--- config.mk ---
export PLATFORM = sky130hd
export DESIGN_NAME = mcw_front
export DESIGN_NICKNAME = d
export VERILOG_FILES = /design/src/hdl/mcw_pkg.sv /design/src/hdl/mcw_front.sv
export SDC_FILE = /design/constraint.sdc
export NUM_CORES = 1
export LEC_CHECK = 0
export ABC_CLOCK_PERIOD_IN_PS = 5690
export BUFFER_PORTS_ARGS = -buffer_cell sky130_fd_sc_hd__buf_2
export CAP_MARGIN = 20
export CORE_AREA = 2 2 39 41
export DETAILED_ROUTE_END_ITERATION = 16
export DIE_AREA = 0 0 41 43
export PLACE_DENSITY_LB_ADDON = 0.1
export SLEW_MARGIN = 0
export SYNTH_ARGS = -nofsm -noshare
export SYNTH_HDL_FRONTEND = slang
export SYNTH_SLANG_ARGS = --single-unit
--- constraint.sdc ---
create_clock -name vclk -period 5.69
set_clock_uncertainty 0.2 [all_clocks]
set_input_delay 1.138 -clock vclk [all_inputs]
set_output_delay 1.138 -clock vclk [all_outputs]
set_load 0.005 [all_outputs]
--- src/hdl/mcw_pkg.sv ---
// Shared types and constants of the minimum covering window unit.
`default_nettype none

package mcw_pkg;

  // Source positions and queue depth.
  localparam int unsigned MaxLen    = 4096;
  localparam int unsigned PosW      = 12;
  localparam int unsigned TailW     = 13;
  localparam int unsigned LenW      = 13;

  // Symbol alphabet.
  localparam int unsigned Alphabet  = 64;
  localparam int unsigned IdxW      = 6;
  localparam int unsigned SymCount  = 60;
  localparam logic [7:0]  FirstSym  = 8'd65;

  // Count widths; a need count can run past the missing limit by the have count.
  localparam int unsigned NeedW     = 14;
  localparam int unsigned HaveW     = 13;
  localparam int unsigned MissW     = 13;
  localparam logic [MissW-1:0] MissLimit = 13'd8191;

  // Input command codes.
  localparam logic [1:0] CmdClear = 2'd0;
  localparam logic [1:0] CmdAdd   = 2'd1;
  localparam logic [1:0] CmdScan  = 2'd2;

  // Operation carried from the front to the back.
  typedef enum logic [1:0] {
    OP_CLEAR = 2'd0,
    OP_ADD   = 2'd1,
    OP_SCAN  = 2'd2
  } op_e;

  typedef struct packed {
    op_e             op;
    logic            is_sym;
    logic [IdxW-1:0] idx;
  } mcw_op_t;

  // Status of the back part, watched at the top level.
  typedef struct packed {
    logic [TailW-1:0] head;
    logic [TailW-1:0] tail;
    logic             shrinking;
    logic             missing_zero;
  } mcw_stat_t;

endpackage

`default_nettype wire

--- src/hdl/mcw_front.sv ---
// Front part: accepts input words, classifies them and drops those with no effect.
`default_nettype none

module mcw_front
  import mcw_pkg::*;
(
  input  wire logic       in_valid_i,
  input  wire logic [1:0] command_i,
  input  wire logic [7:0] symbol_i,
  input  wire logic       fifo_full_i,
  output logic            in_stall_o,
  output logic            push_o,
  output mcw_op_t         op_o
);

  logic       is_sym;
  logic       keep;
  logic [7:0] offs;

  // Alphabet test and index.
  assign offs   = symbol_i - FirstSym;
  assign is_sym = (symbol_i >= FirstSym) && (offs < 8'(SymCount));

  // Classify the word; unused commands and non-symbol target adds are dropped.
  always_comb begin
    keep      = 1'b0;
    op_o.op   = OP_CLEAR;
    op_o.is_sym = is_sym;
    op_o.idx  = offs[IdxW-1:0];
    case (command_i)
      CmdClear: begin
        keep    = 1'b1;
        op_o.op = OP_CLEAR;
      end
      CmdAdd: begin
        keep    = is_sym;
        op_o.op = OP_ADD;
      end
      CmdScan: begin
        keep    = 1'b1;
        op_o.op = OP_SCAN;
      end
      default: begin
        keep = 1'b0;
      end
    endcase
  end

  assign in_stall_o = fifo_full_i;
  assign push_o     = in_valid_i && !fifo_full_i && keep;

endmodule

`default_nettype wire

==> results.md <==
- Outcome: finished, final reports clean
- Post-DP Area: 348 um^2
- Ratio of cells with drive above 1 in the final layout: 49.1%
- Crit-path cells: buf_2 > inv_1 > ha_1 > nor3_1 > mux2_2 > a32oi_1 > o32ai_1 > buf_2
- Most common library cells after synthesis: inv_1, nor2_1, nor2b_1, nor3_1, xor2_1
- Total number of vias: around 300
- Sequential Area: 0 um^2
- Top Layer Used: met3
- Fillers: around 160
- Max capacitance violation total: 0
- Met2 WL post-DR: 268 um
- Synth top area share: between 10% and 20%
- Buffers on Ports: 23
- Unique masters post-synth: 20
- CP dominant cell by count: buf_2
- Startpoint types: input pin
- Yosys warns: 0
- N_diodes: 0
- Post-synth top area cell: xor2_1
- Setup Fix Bufs, Post-CTS: 0
- Tcrit/Tclk final: 66.7%
- Crit path depth: 8
- Pin count of the biggest net entering global routing: 8
- Number of I/O pins: 23
- Total GRT Usage: ~6.9%
- Vias in the first global route: 227
- Site row count: 14
- Top cells by area, synth: xor2_1, nor2b_1, nor3_1
- Met3 wire len: 60 um
- CP arrival: roughly 2.5 ns
- Final hold slack: roughly 2.3 ns
- Antenna Nets Post-Route: 0
- Slew Limit Fails: 0
- Worst hold stages: 2
- Drt pass-1 iters: 2
- Crit path kind: in -> out
- Initial core utilization: 16.5%
- Sequential element share of the synthesized area: 0%
- Syn Inst Count: 34
- Number of gates resized after cts: 0
- Worst path bufs/invs: 3
- Layout net count: 70
- VDD IR-drop max: ~0.000014 V
- Setup-failing EPs final: 0
- Area delta synth->final: 52.7%
- RSZ-0062 raised after global routing: no
- Die span in y: around 43 um
- Synthesized area per cell: between 6 and 7 um^2
- Max incr delay on CP: slightly below 0.3 ns
- Worst path slowest cell: ha_1
- Cts hold-fix bufs: 0
- FFs & Latches: 0
- Fmax: approximately 0.26 GHz
- WL per Instance: about 8.7 um
- Final wirelength: roughly 620 um
- Final Hold Violating Endpoints: 0
- First-pass GRT wire length: 903 um
- Syn_nets: 47
- Final Util: between 20% and 30%
- Slew at the pin closest to its max-slew limit: roughly 0.3 ns
- Core area: 1380 um^2
- Pwr per Cell Area: around 63 nW/um^2
- Setup tns final: 0 ns
- Crit end category: output pin
- Min cycle time layout: between 3 and 4 ns
- DRT iter0 DRCs: 2
- CP delay by family, top: compound AO/OA/AOI/OAI gates
- Initial antenna violation count: 0
- Worst Path Required: around 4.4 ns
- Final Cell Area: between 300 and 400 um^2
- Drt via density: 4.21
- Die area: roughly 1800 um^2
- DRC Markers: 0
- Slew headroom: roughly 80%
- Worst Path Max Fanout: 7
- GRT overflow: 0
- P_leak: about 0.20 nW
- DIE WIDTH: 41 um
- Post-Syn Area: 228 um^2
- GP Congestion: roughly 0.62
- CLK BUF: 0
- Worst min path class: in -> out
- M1 WL: around 290 um
## worst paths after layout
check,from,endpoint,slack (ns)
worst max-delay path,symbol_i[0],push_o,1.90
worst min-delay path,fifo_full_i,in_stall_o,2.25
## layer usage
| layer | GRT usage [%] | up-vias |
|---|---|---|
| met5 | 0 | - |
| met4 | 0 | 0 |
| met3 | 0 | 0 |
| met2 | 10.9 | 17 |
| met1 | 10.8 | 122 |
| li1 | - | 160 |
## cell type report
type                            count  area [um^2]  area share (%)
Inverter                            4         15.0            4.32
Multi-Input combinational cell     28          198            56.8
Tap cell                           16         20.0            5.76
Timing Repair Buffer               23          115            33.1
## kinds of logic after synthesis
family	count (synthesis)	share of synthesized area, %
xor gates and xnor gates	4	15.4
buffers and inverters	6	13.2
AOI/OAI and AO/OA	4	14.3
adders and majority gates	1	5.49
muxes	1	4.94
and+or+nand+nor	18	46.7
## where the power goes
part / internal [mW] / switching [mW] / total [mW]
registers: 0 / 0 / 0
clock network: 0 / 0 / 0
logic: 0.0111 / 0.0109 / 0.0221
## layout by cell type (no fill, tap or decap)
master,instances
buf_2,23
nor3_1,3
o32ai_1,1
nor4_1,2
nand3_2,1
or3_1,1
a32oi_1,1
xnor2_1,1
or2_2,1
o211a_1,1
mux2_2,1
nand2b_1,1
inv_1,4
nor2_1,4
ha_1,1
xor2_1,3
nor2b_1,3
nand2_1,1
nor4_2,1
o21ai_0,1
## metrics by stage
stage	std cells	power (mW)	setup slack (ns)
2_1_floorplan	34	0.0105	2.18
3_3_place_gp	71	0.0226	1.88
4_1_cts	71	0.0224	1.86
6_report	71	0.0221	1.90
5_1_grt	71	0.0256	1.71
3_5_place_dp	71	0.0223	1.87
(Power assumes the default switching activity.)
