File: src/hdl/mcw_pkg.sv
// Shared types and constants of the minimum covering window unit.
`default_nettype none

package mcw_pkg;

  // Source positions and queue depth.
  localparam int unsigned MaxLen    = 4096;
  localparam int unsigned PosW      = 12;
  localparam int unsigned TailW     = 13;
  localparam int unsigned LenW      = 13;

  // Symbol alphabet.
  localparam int unsigned Alphabet  = 64;
  localparam int unsigned IdxW      = 6;
  localparam int unsigned SymCount  = 60;
  localparam logic [7:0]  FirstSym  = 8'd65;

  // Count widths; a need count can run past the missing limit by the have count.
  localparam int unsigned NeedW     = 14;
  localparam int unsigned HaveW     = 13;
  localparam int unsigned MissW     = 13;
  localparam logic [MissW-1:0] MissLimit = 13'd8191;

  // Input command codes.
  localparam logic [1:0] CmdClear = 2'd0;
  localparam logic [1:0] CmdAdd   = 2'd1;
  localparam logic [1:0] CmdScan  = 2'd2;

  // Operation carried from the front to the back.
  typedef enum logic [1:0] {
    OP_CLEAR = 2'd0,
    OP_ADD   = 2'd1,
    OP_SCAN  = 2'd2
  } op_e;

  typedef struct packed {
    op_e             op;
    logic            is_sym;
    logic [IdxW-1:0] idx;
  } mcw_op_t;

  // Status of the back part, watched at the top level.
  typedef struct packed {
    logic [TailW-1:0] head;
    logic [TailW-1:0] tail;
    logic             shrinking;
    logic             missing_zero;
  } mcw_stat_t;

endpackage

`default_nettype wire

File: src/hdl/mcw_fifo.sv
// Short queue of operations between the front and the back.
`default_nettype none

module mcw_fifo
  import mcw_pkg::*;
(
  input  wire logic    clk_i,
  input  wire logic    rst_ni,
  input  wire logic    push_i,
  input  mcw_op_t      data_i,
  input  wire logic    pop_i,
  output logic         full_o,
  output logic         valid_o,
  output mcw_op_t      data_o
);

  mcw_op_t    mem_q [4];
  logic [1:0] wr_q, wr_d;
  logic [1:0] rd_q, rd_d;
  logic [2:0] cnt_q, cnt_d;
  logic       do_push;
  logic       do_pop;

  assign full_o  = (cnt_q == 3'd4);
  assign valid_o = (cnt_q != 3'd0);
  assign data_o  = mem_q[rd_q];
  assign do_push = push_i && !full_o;
  assign do_pop  = pop_i && valid_o;

  // Pointer and fill count update.
  always_comb begin
    wr_d  = do_push ? wr_q + 2'd1 : wr_q;
    rd_d  = do_pop ? rd_q + 2'd1 : rd_q;
    cnt_d = cnt_q + {2'b00, do_push} - {2'b00, do_pop};
  end

  always_ff @(posedge clk_i or negedge rst_ni) begin
    if (!rst_ni) begin
      wr_q  <= '0;
      rd_q  <= '0;
      cnt_q <= '0;
    end else begin
      wr_q  <= wr_d;
      rd_q  <= rd_d;
      cnt_q <= cnt_d;
    end
  end

  // Entry storage.
  always_ff @(posedge clk_i) begin
    if (do_push) begin
      mem_q[wr_q] <= data_i;
    end
  end

endmodule

`default_nettype wire

File: config.mk
export PLATFORM = sky130hd
export DESIGN_NAME = mcw_fifo
export DESIGN_NICKNAME = d
export VERILOG_FILES = /design/src/hdl/mcw_pkg.sv /design/src/hdl/mcw_fifo.sv
export SDC_FILE = /design/constraint.sdc
export NUM_CORES = 1
export LEC_CHECK = 0
export BUFFER_PORTS_ARGS = -buffer_cell sky130_fd_sc_hd__buf_4
export CORE_MARGIN = 2
export CORE_UTILIZATION = 40
export CTS_BUF_LIST = sky130_fd_sc_hd__clkbuf_4 sky130_fd_sc_hd__clkbuf_8 sky130_fd_sc_hd__clkbuf_16
export CTS_CLUSTER_DIAMETER = 30
export DETAILED_ROUTE_END_ITERATION = 7
export HOLD_SLACK_MARGIN = 0.06
export SYNTH_ARGS = -nofsm -noshare
export SYNTH_HDL_FRONTEND = slang
export SYNTH_SLANG_ARGS = --single-unit
File: constraint.sdc
create_clock -name clk_i -period 4.1 [get_ports clk_i]
set_clock_uncertainty 0.15 [all_clocks]
set_input_delay 0.615 -clock clk_i [delete_from_list [all_inputs] [get_ports clk_i]]
set_output_delay 0.615 -clock clk_i [all_outputs]
set_load 0.02 [all_outputs]
==> results.md <==
- Outcome: finished clean
- Nets: ~140
- Number of global-route vias before repair: 841
- Pins Over Slew Limit: 0
- Remaining max-slew budget at the tightest pin: 57.1%
- Gate count after technology mapping: between 80 and 90
- Top fanout value on the critical path: 11
- Critical path startpoint category: register
- Total clock sinks: between 40 and 50
- Net switching power: 0.477 mW
- Wire per inst: between 15 and 20 microns
- Proportion of total power due to net switching: 33.0%
- Fraction of synthesis flops using an asynchronous set or reset pin: about 16%
- Unrepaired setup endpoints after global routing: false
- Fill cell total of the finished layout: around 370
- Total count of hold-check failures in the final report: 0
- Critical path data required time: between 3 and 4 ns
- Antenna violation net count after detailed routing: 0
- TritonRoute pass-1 iters: 4
- CTS tree: yes
- Peak VDD IR: 0.321 mV
- Global route overflow: 0
- Total DRC errors in the routed layout: 0
- Power per cell area: about 700 nW/um^2
- Via count normalized by instance count: about 5.0
- Count of maximum capacitance violations: 0
- Clock insertion delay at the later pin of the skew report: approximately 0.28 ns
- Die footprint: 4920 sq um
- Horiz. Die Dim: around 70 microns
- Post-Place Cells: roughly 160
- Initial cell density of the core: between 40% and 50%
- Post-layout min period: around 2.6 ns
- Type of the worst min-delay path: in2reg
- Initial antenna violation count: 0
- Final TNS setup: 0 ns
- Post-CTS Setup Repair Bufs: 0
- Crit Path Class: reg2out
- Leakage power summed over all cells: around 0.77 nW
- Placement-stage cell area: between 1500 and 2000 sq um
- Detailed Route WL: 2560 microns
- Logic gate share of total power: between 30% and 40%
- Floorplan die height: approximately 70 microns
- Library cell with the largest summed area after synthesis: edfxtp_1
- Number of vias in the routed layout: ~850
- Num ports: 24
- CTS H-tree depth: 2
- Antenna fix cells: 0
- Non-Filler Instances: 170
- Maximum root-to-sink buffer count: 2
- Most common cell after layout, fill and taps aside: edfxtp_1
- Global routing usage summed across all routing layers: between 10% and 20%
- Share of post-route cells with drive strength above 1: between 30% and 40%
- Global-route wire length before repair: roughly 4300 microns
- Clock root buffer: clkbuf_8
- Final WS setup: 1.52 ns
- Data arrival, critical path: 1.81 ns
- Count of state elements after synthesis: 43
- I/O Buffers: 23
- Post-CTS Resized: 0
- Top achievable clock speed: about 390 MHz
- Setup WS pre-CTS: between 1.5 and 2 ns
- P&R area growth vs syn: 18.2%
- CTS Buf Count: 5
- Final-report setup violation count: 0
- Sequential-to-total area share from yosys stat: 71.8%
- Cts hold-fix bufs: 1
- Syn avg cell area: approximately 20 sq um
- Non-Filler Cell Area, Final: just over 2000 sq um
- HPWL reported at the end of detailed placement: between 1500 and 2000 microns
- Power share of the clock group: 17.1%
- Placeable core region: 4290 sq um
- Area occupied by multi-input gates: 459 sq um
- Total number of placement rows: 24
- Syn_nets: between 100 and 150
- Worst Setup End Kind: primary output
- Internal power contribution: 0.970 mW
- Number of flops mapped to enable cells by yosys: 36
- Slew at the pin with the worst max-slew slack: 0.643 ns
- Syn. warnings: 0
- Top cell type's share of synthesized area: around three fifths
- Leading cell types in the layout, fill and taps excluded: edfxtp_1 (36), buf_4 (23), mux4_2 (9)
- Global placer's final weighted congestion: 0.770
- Register cell area after layout: between 1000 and 1500 sq um
- Cell Area, Synth: about 1800 sq um
- Cell types with the largest area share after synthesis: edfxtp_1 (62%), mux4_2 (12%), dfrtp_1 (10%)
- Register share of total power: 48.3%
- Most instantiated flip-flop cell in the synthesis netlist: edfxtp_1
- Part of the cycle the worst path needs: between 60% and 70%
- Distinct cells, synth: 20
- Number of DRC markers in iteration 0: 54
- Clock-pin slew reported for the worst setup and hold paths after clock tree synthesis: about 0.08 ns
- Largest net degree at the start of global routing: 14
==> worst max-delay path: stages (launching register included) <==
cell	delay (ns)
dfrtp_1	0.76
mux4_2	0.60
buf_4	0.17
==> metal layers <==
| metal | GRT usage, % | routed length [microns] |
|---|---|---|
| met5 | 0 | 0 |
| met1 | 15.2 | 1100 |
| met2 | 18.3 | 1310 |
| met3 | 4.18 | 118 |
| met4 | 5.13 | 27 |
==> final timing paths <==
check	depth (start not counted)	slack [ns]	startpoint	endpoint
setup / recovery	2	1.52	rd_q[0]$_DFFE_PN0P_	data_o[3]
max in group asynchronous	2	3.15	rst_ni	rd_q[0]$_DFFE_PN0P_
min in group asynchronous	2	0.53	rst_ni	rd_q[1]$_DFFE_PN0P_
hold reg to reg	2	0.46	wr_q[1]$_DFFE_PN0P_	wr_q[1]$_DFFE_PN0P_
setup reg to reg	9	1.67	cnt_q[1]$_DFF_PN0_	cnt_q[2]$_DFF_PN0_
hold / removal	1	0.37	data_i[0]	mem_q[0][0]$_DFFE_PP_
==> cells by family (layout without fill, tap and decap cells) <==
| logic type | after synthesis | count (layout) | share of synthesized area (%) |
|---|---|---|---|
| mux | 9 | 9 | 11.6 |
| xor+xnor | 4 | 4 | 2.00 |
| buf+inv | 8 | 38 | 2.00 |
| flops | 43 | 43 | 71.8 |
| compound gates | 4 | 4 | 1.93 |
| simple gates | 13 | 13 | 5.29 |
| fa+ha+maj | 7 | 7 | 5.43 |
==> stage by stage <==
step / util, % / hold slack, ns / power [mW]
3_3_place_gp: 46.0 / 0.282 / 1.21
5_1_grt: 48.2 / 0.365 / 1.54
4_1_cts: 48.2 / 0.364 / 1.47
3_5_place_dp: 46.0 / 0.284 / 1.22
6_report: 48.2 / 0.373 / 1.45
2_1_floorplan: - / 0.169 / 1.04
==> cells in the mapped netlist (2+ instances only) <==
cell type	count
and3_1	4
dfrtp_1	7
edfxtp_1	36
ha_1	6
inv_1	5
mux4_2	9
nand2_1	2
nand2b_1	3
nand4bb_1	2
o211ai_1	2
xnor2_1	3
==> power groups by stage <==
stage | clock network [mW] | registers, mW | logic (mW)
2_1_floorplan | 0 | 0.644 | 0.397
5_1_grt | 0.273 | 0.720 | 0.548
3_3_place_gp | 0 | 0.708 | 0.503
3_5_place_dp | 0 | 0.713 | 0.510
4_1_cts | 0.254 | 0.704 | 0.511
6_report | 0.248 | 0.699 | 0.501
==> registers in the layout, indices dropped and copies added, names as in the netlist <==
register / cells
mem_q: 36
cnt_q: 3
rd_q: 2
wr_q: 2
==> area by class of cell <==
class / count / share of cell area (%)
timing repair buffer: 24 / 8.83
clock inverter: 3 / 0.726
sequential: 43 / 60.7
tap: 52 / 3.14
clock buffer: 5 / 3.33
multi-input combinational: 37 / 22.2
inverter: 6 / 1.09
(Power assumes the default switching activity.)
